--- src/sv/hsfd_pkg.sv ---
package hsfd_pkg;

  typedef struct packed {
    logic [7:0] rx_byte;
    logic       frame_start;
  } in_beat_t;

  typedef struct packed {
    logic signed [14:0] temperature_centi_c;
    logic [13:0]        humidity_centi_pct;
    logic [15:0]        raw_temperature;
    logic [15:0]        raw_humidity;
    logic [1:0]         frame_status;
  } out_beat_t;

  typedef logic [2:0] byte_pos_t;

  localparam byte_pos_t POS_TEMP_HI  = 3'd0;
  localparam byte_pos_t POS_TEMP_LO  = 3'd1;
  localparam byte_pos_t POS_TEMP_CRC = 3'd2;
  localparam byte_pos_t POS_HUM_HI   = 3'd3;
  localparam byte_pos_t POS_HUM_LO   = 3'd4;
  localparam byte_pos_t POS_HUM_CRC  = 3'd5;

  localparam logic [1:0] STATUS_OK       = 2'd0;
  localparam logic [1:0] STATUS_TEMP_CRC = 2'd1;
  localparam logic [1:0] STATUS_HUM_CRC  = 2'd2;

  localparam logic [7:0] CRC_INIT = 8'hFF;
  localparam logic [7:0] CRC_POLY = 8'h31;

  localparam logic [14:0]        TEMP_SPAN   = 15'd17500;
  localparam logic [13:0]        HUM_SPAN    = 14'd10000;
  localparam logic signed [14:0] TEMP_OFFSET = -15'sd4500;
  localparam logic [16:0]        WORD_MAX    = 17'd65535;
  localparam logic [13:0]        HUM_LIMIT   = 14'd10000;

  function automatic logic [7:0] crc8_update(input logic [7:0] crc, input logic [7:0] data);
    logic [7:0] c;
    c = crc ^ data;
    for (int b = 0; b < 8; b++) begin
      if (c[7]) begin
        c = {c[6:0], 1'b0} ^ CRC_POLY;
      end else begin
        c = {c[6:0], 1'b0};
      end
    end
    return c;
  endfunction

endpackage

--- src/sv/humidity_sensor_frame_decoder.sv ---
// Humidity sensor frame decoder.
// The input channel carries one received byte per beat, with frame_start
// marking the first byte of a six-byte frame: temperature high, low, CRC,
// humidity high, low, CRC. Each CRC is CRC-8, polynomial 0x31, init 0xFF.
// After the sixth byte one beat leaves on the output channel with both raw
// words, temperature in hundredths of a degree, humidity in hundredths of a
// percent and a status; on a CRC mismatch the converted values are zero.
// Without a start mark the byte after a complete frame begins the next one.
// A byte is accepted in every cycle in which in_ready is high. After the
// sixth byte is accepted the result passes through one register stage that
// holds the two constant products, then the output register, which holds
// the quotients by 65535, formed with one add and one compare each.
// Reset returns the byte position to the first byte, sets the running CRC to 0xFF and clears both valid flags.
// When the receiver stalls, the output register and the product stage hold
// their beats; bytes keep being accepted until both are full, then
// in_ready drops.
module humidity_sensor_frame_decoder
  import hsfd_pkg::*;
(
  input  logic      clk,
  input  logic      rst,
  input  logic      in_valid,
  output logic      in_ready,
  input  in_beat_t  in_data,
  output logic      out_valid,
  input  logic      out_ready,
  output out_beat_t out_data
);

  byte_pos_t   byte_position;
  logic [7:0]  running_check;
  logic [15:0] temperature_word;
  logic        temperature_check_ok;
  logic [7:0]  humidity_high_byte;
  logic [7:0]  humidity_low_byte;

  logic        p_valid;
  logic [30:0] p_temp_prod;
  logic [29:0] p_hum_prod;
  logic [15:0] p_raw_t;
  logic [15:0] p_raw_h;
  logic [1:0]  p_status;

  logic        in_fire;
  logic        out_free;
  logic        p_free;
  byte_pos_t   pos;
  logic [7:0]  crc_next;
  logic [15:0] raw_h;
  logic [1:0]  status_next;

  logic [14:0] t_q0;
  logic [16:0] t_r;
  logic [14:0] t_q;
  logic [13:0] h_q0;
  logic [16:0] h_r;
  logic [13:0] h_q;

  assign out_free = !out_valid || out_ready;
  assign p_free   = !p_valid || out_free;
  assign in_ready = p_free;
  assign in_fire  = in_valid && in_ready;

  always_comb begin
    if (in_data.frame_start || byte_position > POS_HUM_CRC) begin
      pos = POS_TEMP_HI;
    end else begin
      pos = byte_position;
    end
    if (pos == POS_TEMP_HI || pos == POS_HUM_HI) begin
      crc_next = crc8_update(CRC_INIT, in_data.rx_byte);
    end else begin
      crc_next = crc8_update(running_check, in_data.rx_byte);
    end
    raw_h = {humidity_high_byte, humidity_low_byte};
    if (!temperature_check_ok) begin
      status_next = STATUS_TEMP_CRC;
    end else if (running_check != in_data.rx_byte) begin
      status_next = STATUS_HUM_CRC;
    end else begin
      status_next = STATUS_OK;
    end
  end

  always_ff @(posedge clk) begin
    if (rst) begin
      byte_position        <= POS_TEMP_HI;
      running_check        <= CRC_INIT;
      temperature_word     <= '0;
      temperature_check_ok <= 1'b0;
      humidity_high_byte   <= '0;
      humidity_low_byte    <= '0;
    end else if (in_fire) begin
      byte_position <= (pos == POS_HUM_CRC) ? POS_TEMP_HI : pos + 3'd1;
      case (pos)
        POS_TEMP_HI: begin
          running_check    <= crc_next;
          temperature_word <= {in_data.rx_byte, 8'h00};
        end
        POS_TEMP_LO: begin
          running_check    <= crc_next;
          temperature_word <= {temperature_word[15:8], in_data.rx_byte};
        end
        POS_TEMP_CRC: begin
          temperature_check_ok <= (running_check == in_data.rx_byte);
        end
        POS_HUM_HI: begin
          running_check      <= crc_next;
          humidity_high_byte <= in_data.rx_byte;
        end
        POS_HUM_LO: begin
          running_check     <= crc_next;
          humidity_low_byte <= in_data.rx_byte;
        end
        POS_HUM_CRC: begin
          running_check <= CRC_INIT;
        end
        default: begin
        end
      endcase
    end
  end

  always_ff @(posedge clk) begin
    if (rst) begin
      p_valid <= 1'b0;
    end else if (p_free) begin
      p_valid <= in_fire && pos == POS_HUM_CRC;
    end
  end

  always_ff @(posedge clk) begin
    if (p_free && in_fire && pos == POS_HUM_CRC) begin
      p_temp_prod <= 31'(temperature_word) * 31'(TEMP_SPAN);
      p_hum_prod  <= 30'(raw_h) * 30'(HUM_SPAN);
      p_raw_t     <= temperature_word;
      p_raw_h     <= raw_h;
      p_status    <= status_next;
    end
  end

  // x / 65535 for x below 65535 * 65536: x = q0 * 65535 + (q0 + x mod 65536),
  // and that remainder stays below twice the divisor.
  always_comb begin
    t_q0 = p_temp_prod[30:16];
    t_r  = 17'(p_temp_prod[15:0]) + 17'(t_q0);
    t_q  = t_q0 + 15'(t_r >= WORD_MAX);
    h_q0 = p_hum_prod[29:16];
    h_r  = 17'(p_hum_prod[15:0]) + 17'(h_q0);
    h_q  = h_q0 + 14'(h_r >= WORD_MAX);
  end

  always_ff @(posedge clk) begin
    if (rst) begin
      out_valid <= 1'b0;
    end else if (out_free) begin
      out_valid <= p_valid;
    end
  end

  always_ff @(posedge clk) begin
    if (out_free && p_valid) begin
      out_data.raw_temperature <= p_raw_t;
      out_data.raw_humidity    <= p_raw_h;
      out_data.frame_status    <= p_status;
      if (p_status == STATUS_OK) begin
        out_data.temperature_centi_c <= $signed(t_q) + TEMP_OFFSET;
        out_data.humidity_centi_pct  <= h_q;
      end else begin
        out_data.temperature_centi_c <= '0;
        out_data.humidity_centi_pct  <= '0;
      end
    end
  end

`ifndef NO_ASSERTIONS
  a_pos_range: assert property (@(posedge clk) disable iff (rst)
    byte_position <= POS_HUM_CRC)
    else $error("byte position left the frame");

  a_stage_holds: assert property (@(posedge clk) disable iff (rst)
    p_valid && out_valid && !out_ready |=> p_valid && $stable(p_status))
    else $error("product stage lost a beat under stall");

  a_error_zero: assert property (@(posedge clk) disable iff (rst)
    out_valid && out_data.frame_status != STATUS_OK |->
      out_data.temperature_centi_c == '0 && out_data.humidity_centi_pct == '0)
    else $error("converted values not zero on CRC mismatch");

  a_hum_range: assert property (@(posedge clk) disable iff (rst)
    out_valid && out_data.frame_status == STATUS_OK |->
      out_data.humidity_centi_pct <= HUM_LIMIT)
    else $error("humidity above full scale");
`endif

endmodule

--- config.mk ---
export PLATFORM = sky130hd
export DESIGN_NAME = humidity_sensor_frame_decoder
export DESIGN_NICKNAME = d
export VERILOG_FILES = /design/src/sv/hsfd_pkg.sv /design/src/sv/humidity_sensor_frame_decoder.sv
export SDC_FILE = /design/constraint.sdc
export NUM_CORES = 1
export LEC_CHECK = 0
export ABC_AREA = 1
export BUFFER_PORTS_ARGS = -buffer_cell sky130_fd_sc_hd__buf_2
export CAP_MARGIN = 20
export CORE_MARGIN = 2
export CORE_UTILIZATION = 57
export DETAILED_ROUTE_END_ITERATION = 10
export GPL_ROUTABILITY_DRIVEN = 1
export PLACE_DENSITY_LB_ADDON = 0.25
export SYNTH_ARGS = -nofsm -noshare
export SYNTH_HDL_FRONTEND = slang
export SYNTH_SLANG_ARGS = --single-unit
export TNS_END_PERCENT = 30
--- constraint.sdc ---
create_clock -name clk -period 3.8 [get_ports clk]
set_input_delay 0.57 -clock clk [delete_from_list [all_inputs] [get_ports clk]]
set_output_delay 0.57 -clock clk [all_outputs]
set_load 0.1 [all_outputs]
; ---- Word level (Yosys, flattened, before mapping)
; Index checks and enable logic that the tools add are counted.
[totals]
regBits = 198
input_bits = 13
output_inout_bits = 65
word_cells = 114
[classes]
add_sub_neg = 6
multipliers = 2
n_lt_le_gt_ge = 3
eq_ne = 7
n_mux = 36
bitwise_logic = 19
n_reduce_logical = 22
[op_table]
columns = operator, count
row1 = two-way mux 8 bit, 15
row2 = two-way mux 6 bit, 16
row3 = NOT 3 bit, 16
row4 = ">= comparator 17 x 16 -> 1 bit, second input constant", 2
row5 = one-hot mux 16 bit (2 select lines), 1
row6 = "multiplier 16 x 13 -> 29 bit, second input constant", 1
row7 = "multiplier 16 x 10 -> 26 bit, second input constant", 1
row8 = adder 16 x 14 -> 17 bit, 1
row9 = adder 16 x 15 -> 17 bit, 1
row10 = one-hot mux 8 bit (2 select lines), 1
row11 = adder 15 x 1 -> 15 bit, 1
row12 = "adder 15 x 14 -> 15 bit, second input constant", 1
row13 = adder 14 x 1 -> 14 bit, 1
row14 = AND reduction 2 bit, 5
row15 = equality test 8 bit, 1
row16 = inequality test 8 bit, 1
row17 = NOT 8 bit, 1
row18 = XOR 8 bit, 1
row19 = "equality test 3 x 2 -> 1 bit, second input constant", 2
row20 = "equality test 3 bit, second input constant", 2
row21 = two-way mux 3 bit, 2
row22 = logical AND 1 bit, 5
row23 = logical OR 1 bit, 4
row24 = nonzero test 2 bit, 2
row25 = other kinds (10), 11

; ---- Longest topological paths before layout
[depth]
depth_word = 28
mapped_depth = 28
mapped_depth_nobuf = 28

; ---- Worst setup path after synthesis
; OpenSTA, ideal clock, no wires.
[synth_path]
path_type = register -> register
startpoint = register out_valid
endpoint = register out_data[0] (netlist name) (enable)
setup_time_ps = 504
arrival_ps = 3913
required_ps = 3296
setup_slack_ps = -618
stages_incl_launch_ff = 2
period_less_slack_ps = 4418
cell_sequence = dfxtp_1 -> a21oi_1
[synth_via]
elab_chain_len = 3
[synth_rtl]
columns = element, line_no
row1 = start: declaration, humidity_sensor_frame_decoder.sv:25  ; output logic out_valid,
row2 = start signal: assignment, humidity_sensor_frame_decoder.sv:157  ; out_valid <= p_valid;
row3 = logical NOT 1 bit, humidity_sensor_frame_decoder.sv:59  ; assign out_free = !out_valid || out_ready;
row4 = logical OR 1 bit, humidity_sensor_frame_decoder.sv:59
row5 = logical AND 1 bit, humidity_sensor_frame_decoder.sv:162  ; if (out_free && p_valid) begin
row6 = end: declaration, humidity_sensor_frame_decoder.sv:27  ; output out_beat_t out_data
; Every way passes these cells.
; A chain may end at the register's enable or synchronous reset.

; ---- Final worst setup path
[layout_path]
startpoint = register humidity_low_byte[5]
endpoint = register p_hum_prod[27] (data pin)
[layout_via]
elab_chain_len = 1
[layout_rtl]
columns = element, line_no
row1 = start: declaration, humidity_sensor_frame_decoder.sv:35  ; logic [7:0] humidity_low_byte;
row2 = start signal: assignment, humidity_sensor_frame_decoder.sv:113  ; humidity_low_byte <= in_data.rx_byte;
row3 = multiplier 16 x 10 -> 26 bit, humidity_sensor_frame_decoder.sv:135  ; p_hum_prod <= 30'(raw_h) * 30'(HUM_SPAN);
row4 = end signal: assignment, humidity_sensor_frame_decoder.sv:135
row5 = end: declaration, humidity_sensor_frame_decoder.sv:39  ; logic [29:0] p_hum_prod;
; Every way passes these cells.

==> metrics.md <==
| Metric | Value |
|---|---|
| CP bufs+invs | 6 |
| Setup WS post-layout | -0.257 ns |
| CTS tree | built |
| Levels on crit path | 19 |
| ANT cells | 0 |
| Cell Area, Placed | between 0.015 and 0.02 sq mm |
| VDD IR max | ~250 uV |
| Worst-Margin Slew | 1.04 ns |
| Worst R2R Setup Slack | -0.26 ns |
| HPWL Detailed | 27500 um |
| Post-Layout Cell Count | 2289 |
| Final period utilization | 107% |
| Average size of a mapped cell | 8.97 sq um |
| Reg clk slew, reported paths | approximately 0.080 ns |
| Post-Syn Area | 0.0152 sq mm |
| Crit path to | p_hum_prod[27] |
| YS warnings | 0 |
| # IOs | 78 |
| Number of global-route vias before repair | 12.1k |
| Int Power | 4.18 mW |
| Post-Syn Instances | 1690 |
| Clock Tree Root | clkbuf_16 |
| WP data arrival | 4.25 ns |
| M1 WL | roughly 17000 um |
| CTS Hold Bufs | 0 |
| Worst r2r path cells | 19 |
| Setup-failing EPs final | 32 |
| Combinational cell fraction of total power | 33.8% |
| Die Span Y | roughly 170 um |
| Placed instance count | 2233 |
| Net Sw Frac | 34.4% |
| DR DRC count | 0 |
| Max_slew headroom | 30.4% |
| Width of the chip | ~170 um |
| Overall power | roughly 6.4 mW |
| Largest net degree at the start of global routing | 64 |
| Routed wire length | 39500 um |
| Share of layout cells above drive strength 1 | between 20 and 30% |
| Period minus WS final | roughly 4 ns |
| Max Clock Freq | 0.246 GHz |
| Avg WL per Cell | around 17 um |
| Flop pwr share | 36.8% |
| RSZ-0062 raised after global routing | yes |
| Status | finished with violations |
| Clk_skew | 0.0128 ns |
| Seq/Total Area, Yosys | 35.2% |
| Critical Setup Path Class | reg -> reg |
| Worst skew pair latency | approximately 0.44 ns |
| Fin area | 0.0192 sq mm |
| Reg2reg start | humidity_low_byte[5] |
| Worst r2r dst | p_hum_prod[27] |
| Met3 routed WL | 2130 um |
| Final Hold Viols | 0 |
| Max Fanout on Critical Path | 4 |
| TritonCTS Buffers | 17 |
| Area occupied by registers | 0.00539 sq mm |
| Max cap viols | 0 |
| TNS Setup | -4.13 ns |
| Top Layer Used | met4 |
| Critical-path cell list | inv_4 -> fa_1 -> inv_1 -> ha_1 -> inv_2 -> fa_1 -> inv_2 -> ha_4 -> inv_2 -> fa_1 -> inv_2 -> ha_4 -> a21oi_4 -> o21ai_2 -> a21oi_2 -> o21ai_2 -> nand2_1 -> nand2_1 -> xor2_1 |
| CP Capture Type | flip-flop |
| FP Rows | 59 |
| Clk sinks | 193 |
| Leading post-synthesis cells by cell area | edfxtp_1, ha_1, fa_1, inv_1, nand2_1 |
| Family with the most delay on the worst path | adder cells |
| Fillers | 1762 |
| Placement Setup Slack | -0.434 ns |
| Drt first pass iters | 7 |
| Yosys top cell area share | 29.1% |
| Hold WC Path Type | reg -> reg |
| Worst path max stage delay | 0.52 ns |
| Initial DRC count | 961 |
| Pins Over Slew Limit | 0 |
| Largest area contributor in the netlist | edfxtp_1 |
| Tot GR Track Use | 27.7% |
| Total gr overflow | 0 |
| Post-route ant nets | 0 |
| Pwr dens | 332 mW/mm^2 |
| Synth cell types | 50 |
| Layout overhead on the synthesized area | 26.8% |
| RD Place Congestion | 0.906 |
| Leak Pwr | around 9.3 nW |
| Yosys reg bits | 193 |
| Slowest library cell on the worst path | fa_1 |
| Synth async-reset ratio | 0% |
| Die area | about 0.028 sq mm |
| Average vias per placed instance | 5.45 |
| Port bufs | between 70 and 80 |
| First-pass GRT wire length | a little over 60000 um |
| Required @ worst endpoint | 4.00 ns |
| EDFF count, synth | 147 |
| Switching power | 2.19 mW |
| CP startpoint | humidity_low_byte[5] |
| Met2 WL post-DR | 19400 um |
| Most frequent cell on the critical path | inv_2 |
| Core area | 0.0261 sq mm |
| Area of the multi-input gates | a little under 0.01 sq mm |
| Clk buf depth | 2 |
| Via count | 12.5k |
| Clk pwr share | 29.5% |
| Critical path startpoint category | flip-flop |
| Failing checks | setup timing |
| Initial core utilization | 58.2% |
| Number of antenna violations at the first check in global routing | 0 |
| H-tree lvl count | 4 |
| Post-synth net total | 1981 |
| # nets final | 2232 |
| Top_reg_cell synth | edfxtp_1 |
## state kept, by name, summed over array words and instances (netlist names), 2 cells and up
name	count
p_hum_prod	22
humidity_high_byte	8
humidity_low_byte	8
p_raw_h	16
out_data	63
p_status	2
p_temp_prod	28
temperature_word	16
running_check	8
byte_position	3
p_raw_t	16
## cell usage after synthesis, types with 3 or more instances
cell / instances
a21oi_1: 105
ha_1: 196
nand2_2: 15
nor3_2: 3
a21oi_2: 6
inv_2: 12
clkbuf_1: 5
xnor2_1: 22
o21a_1: 5
o211ai_1: 5
nand2_1: 305
o21ai_2: 5
dfxtp_1: 46
edfxtp_1: 147
fa_1: 82
nor2_2: 4
nand3b_1: 5
o21bai_1: 5
inv_1: 330
o21ai_0: 59
nor3_1: 24
buf_6: 5
nand4_1: 11
nor2_1: 107
nor4_1: 3
nor3_4: 3
nand3_1: 77
a31oi_1: 13
xor2_1: 34
nand2_4: 5
o21ai_1: 12
nand3_2: 3
a21o_1: 6
## repair_timing
| item | in CTS | in global routing |
|---|---|---|
| cloned | 0 | 0 |
| pin swaps | 121 | 63 |
| buffers inserted | 17 | 7 |
| endpoints found under the setup margin | 34 | 43 |
| gates resized for setup | 241 | 93 |
## power by group through the flow
stage | clock (mW) | combinational (mW) | sequential [mW]
detailed placement | 0 | 1.45 | 2.39
floorplan | 0 | 0.907 | 2.40
CTS | 1.89 | 1.92 | 2.34
finish | 1.88 | 2.15 | 2.34
global route | 1.98 | 2.32 | 2.35
global placement | 0 | 1.42 | 2.39
## metrics by stage
step / hold WS, ns / utilization [%]
after floorplan: 0.400 / -
after global routing: 0.428 / 73.7
after CTS: 0.420 / 72.0
after detailed placement: 0.405 / 65.1
after global placement: 0.400 / 65.1
final: 0.423 / 73.7
## worst min-delay path by stage
stage                from            to  slack [ns]  cells past startpoint
2_1_floorplan  p_raw_h[8]  out_data[10]        0.40                      0
3_3_place_gp   p_raw_t[7]  out_data[25]        0.40                      0
3_5_place_dp   p_raw_t[4]  out_data[22]        0.40                      0
4_1_cts         out_ready     out_valid        0.42                      4
5_1_grt        p_raw_t[4]  out_data[22]        0.43                      0
6_report       p_raw_t[3]  out_data[21]        0.42                      0
## metal layers
metal | vias up | track usage [%]
li1 | 6011 | -
met1 | 5974 | 37.5
met2 | 417 | 46.9
met3 | 70 | 3.80
met4 | 0 | 7.61
met5 | - | 0
## area by class of cell
type	instances	share of cell area, %
clock inverter	14	0.853
clock buffer	18	2.23
tap	335	2.18
inverter	347	6.87
multi-input combinational	1136	50.9
sequential	193	28.0
timing repair buffer	246	8.91
## logic make-up after synthesis
logic type / count (synthesis) / synth area share (%)
simple gates: 571 / 16.5
fa+ha+maj: 278 / 27.0
compound gates: 228 / 8.39
flops: 193 / 35.2
buf+inv: 361 / 9.30
xor+xnor: 59 / 3.56
## layout by cell type, fill, tap and decap left out, types with 6 or more instances in the layout
cell type	count
nand2_4	14
dfxtp_2	10
nand4_1	11
xor2_1	28
ha_1	149
a21oi_4	10
o21ai_0	44
a31oi_1	9
a21oi_1	78
nand2_1	271
inv_4	6
xnor2_1	19
buf_6	12
edfxtp_1	147
nand3_2	14
nor2_2	11
inv_8	6
fa_1	77
o21ai_2	14
nor2_4	11
o21ai_1	16
nor2_1	90
a21o_1	6
ha_4	45
nand3_1	64
buf_2	77
xor2_2	7
buf_4	156
a21oi_2	23
nand2_2	38
nor3_1	19
inv_2	52
dfxtp_1	26
dfxtp_4	10
clkbuf_16	17
nor3_4	7
inv_1	286
Power figures use the tool's default switching activity.
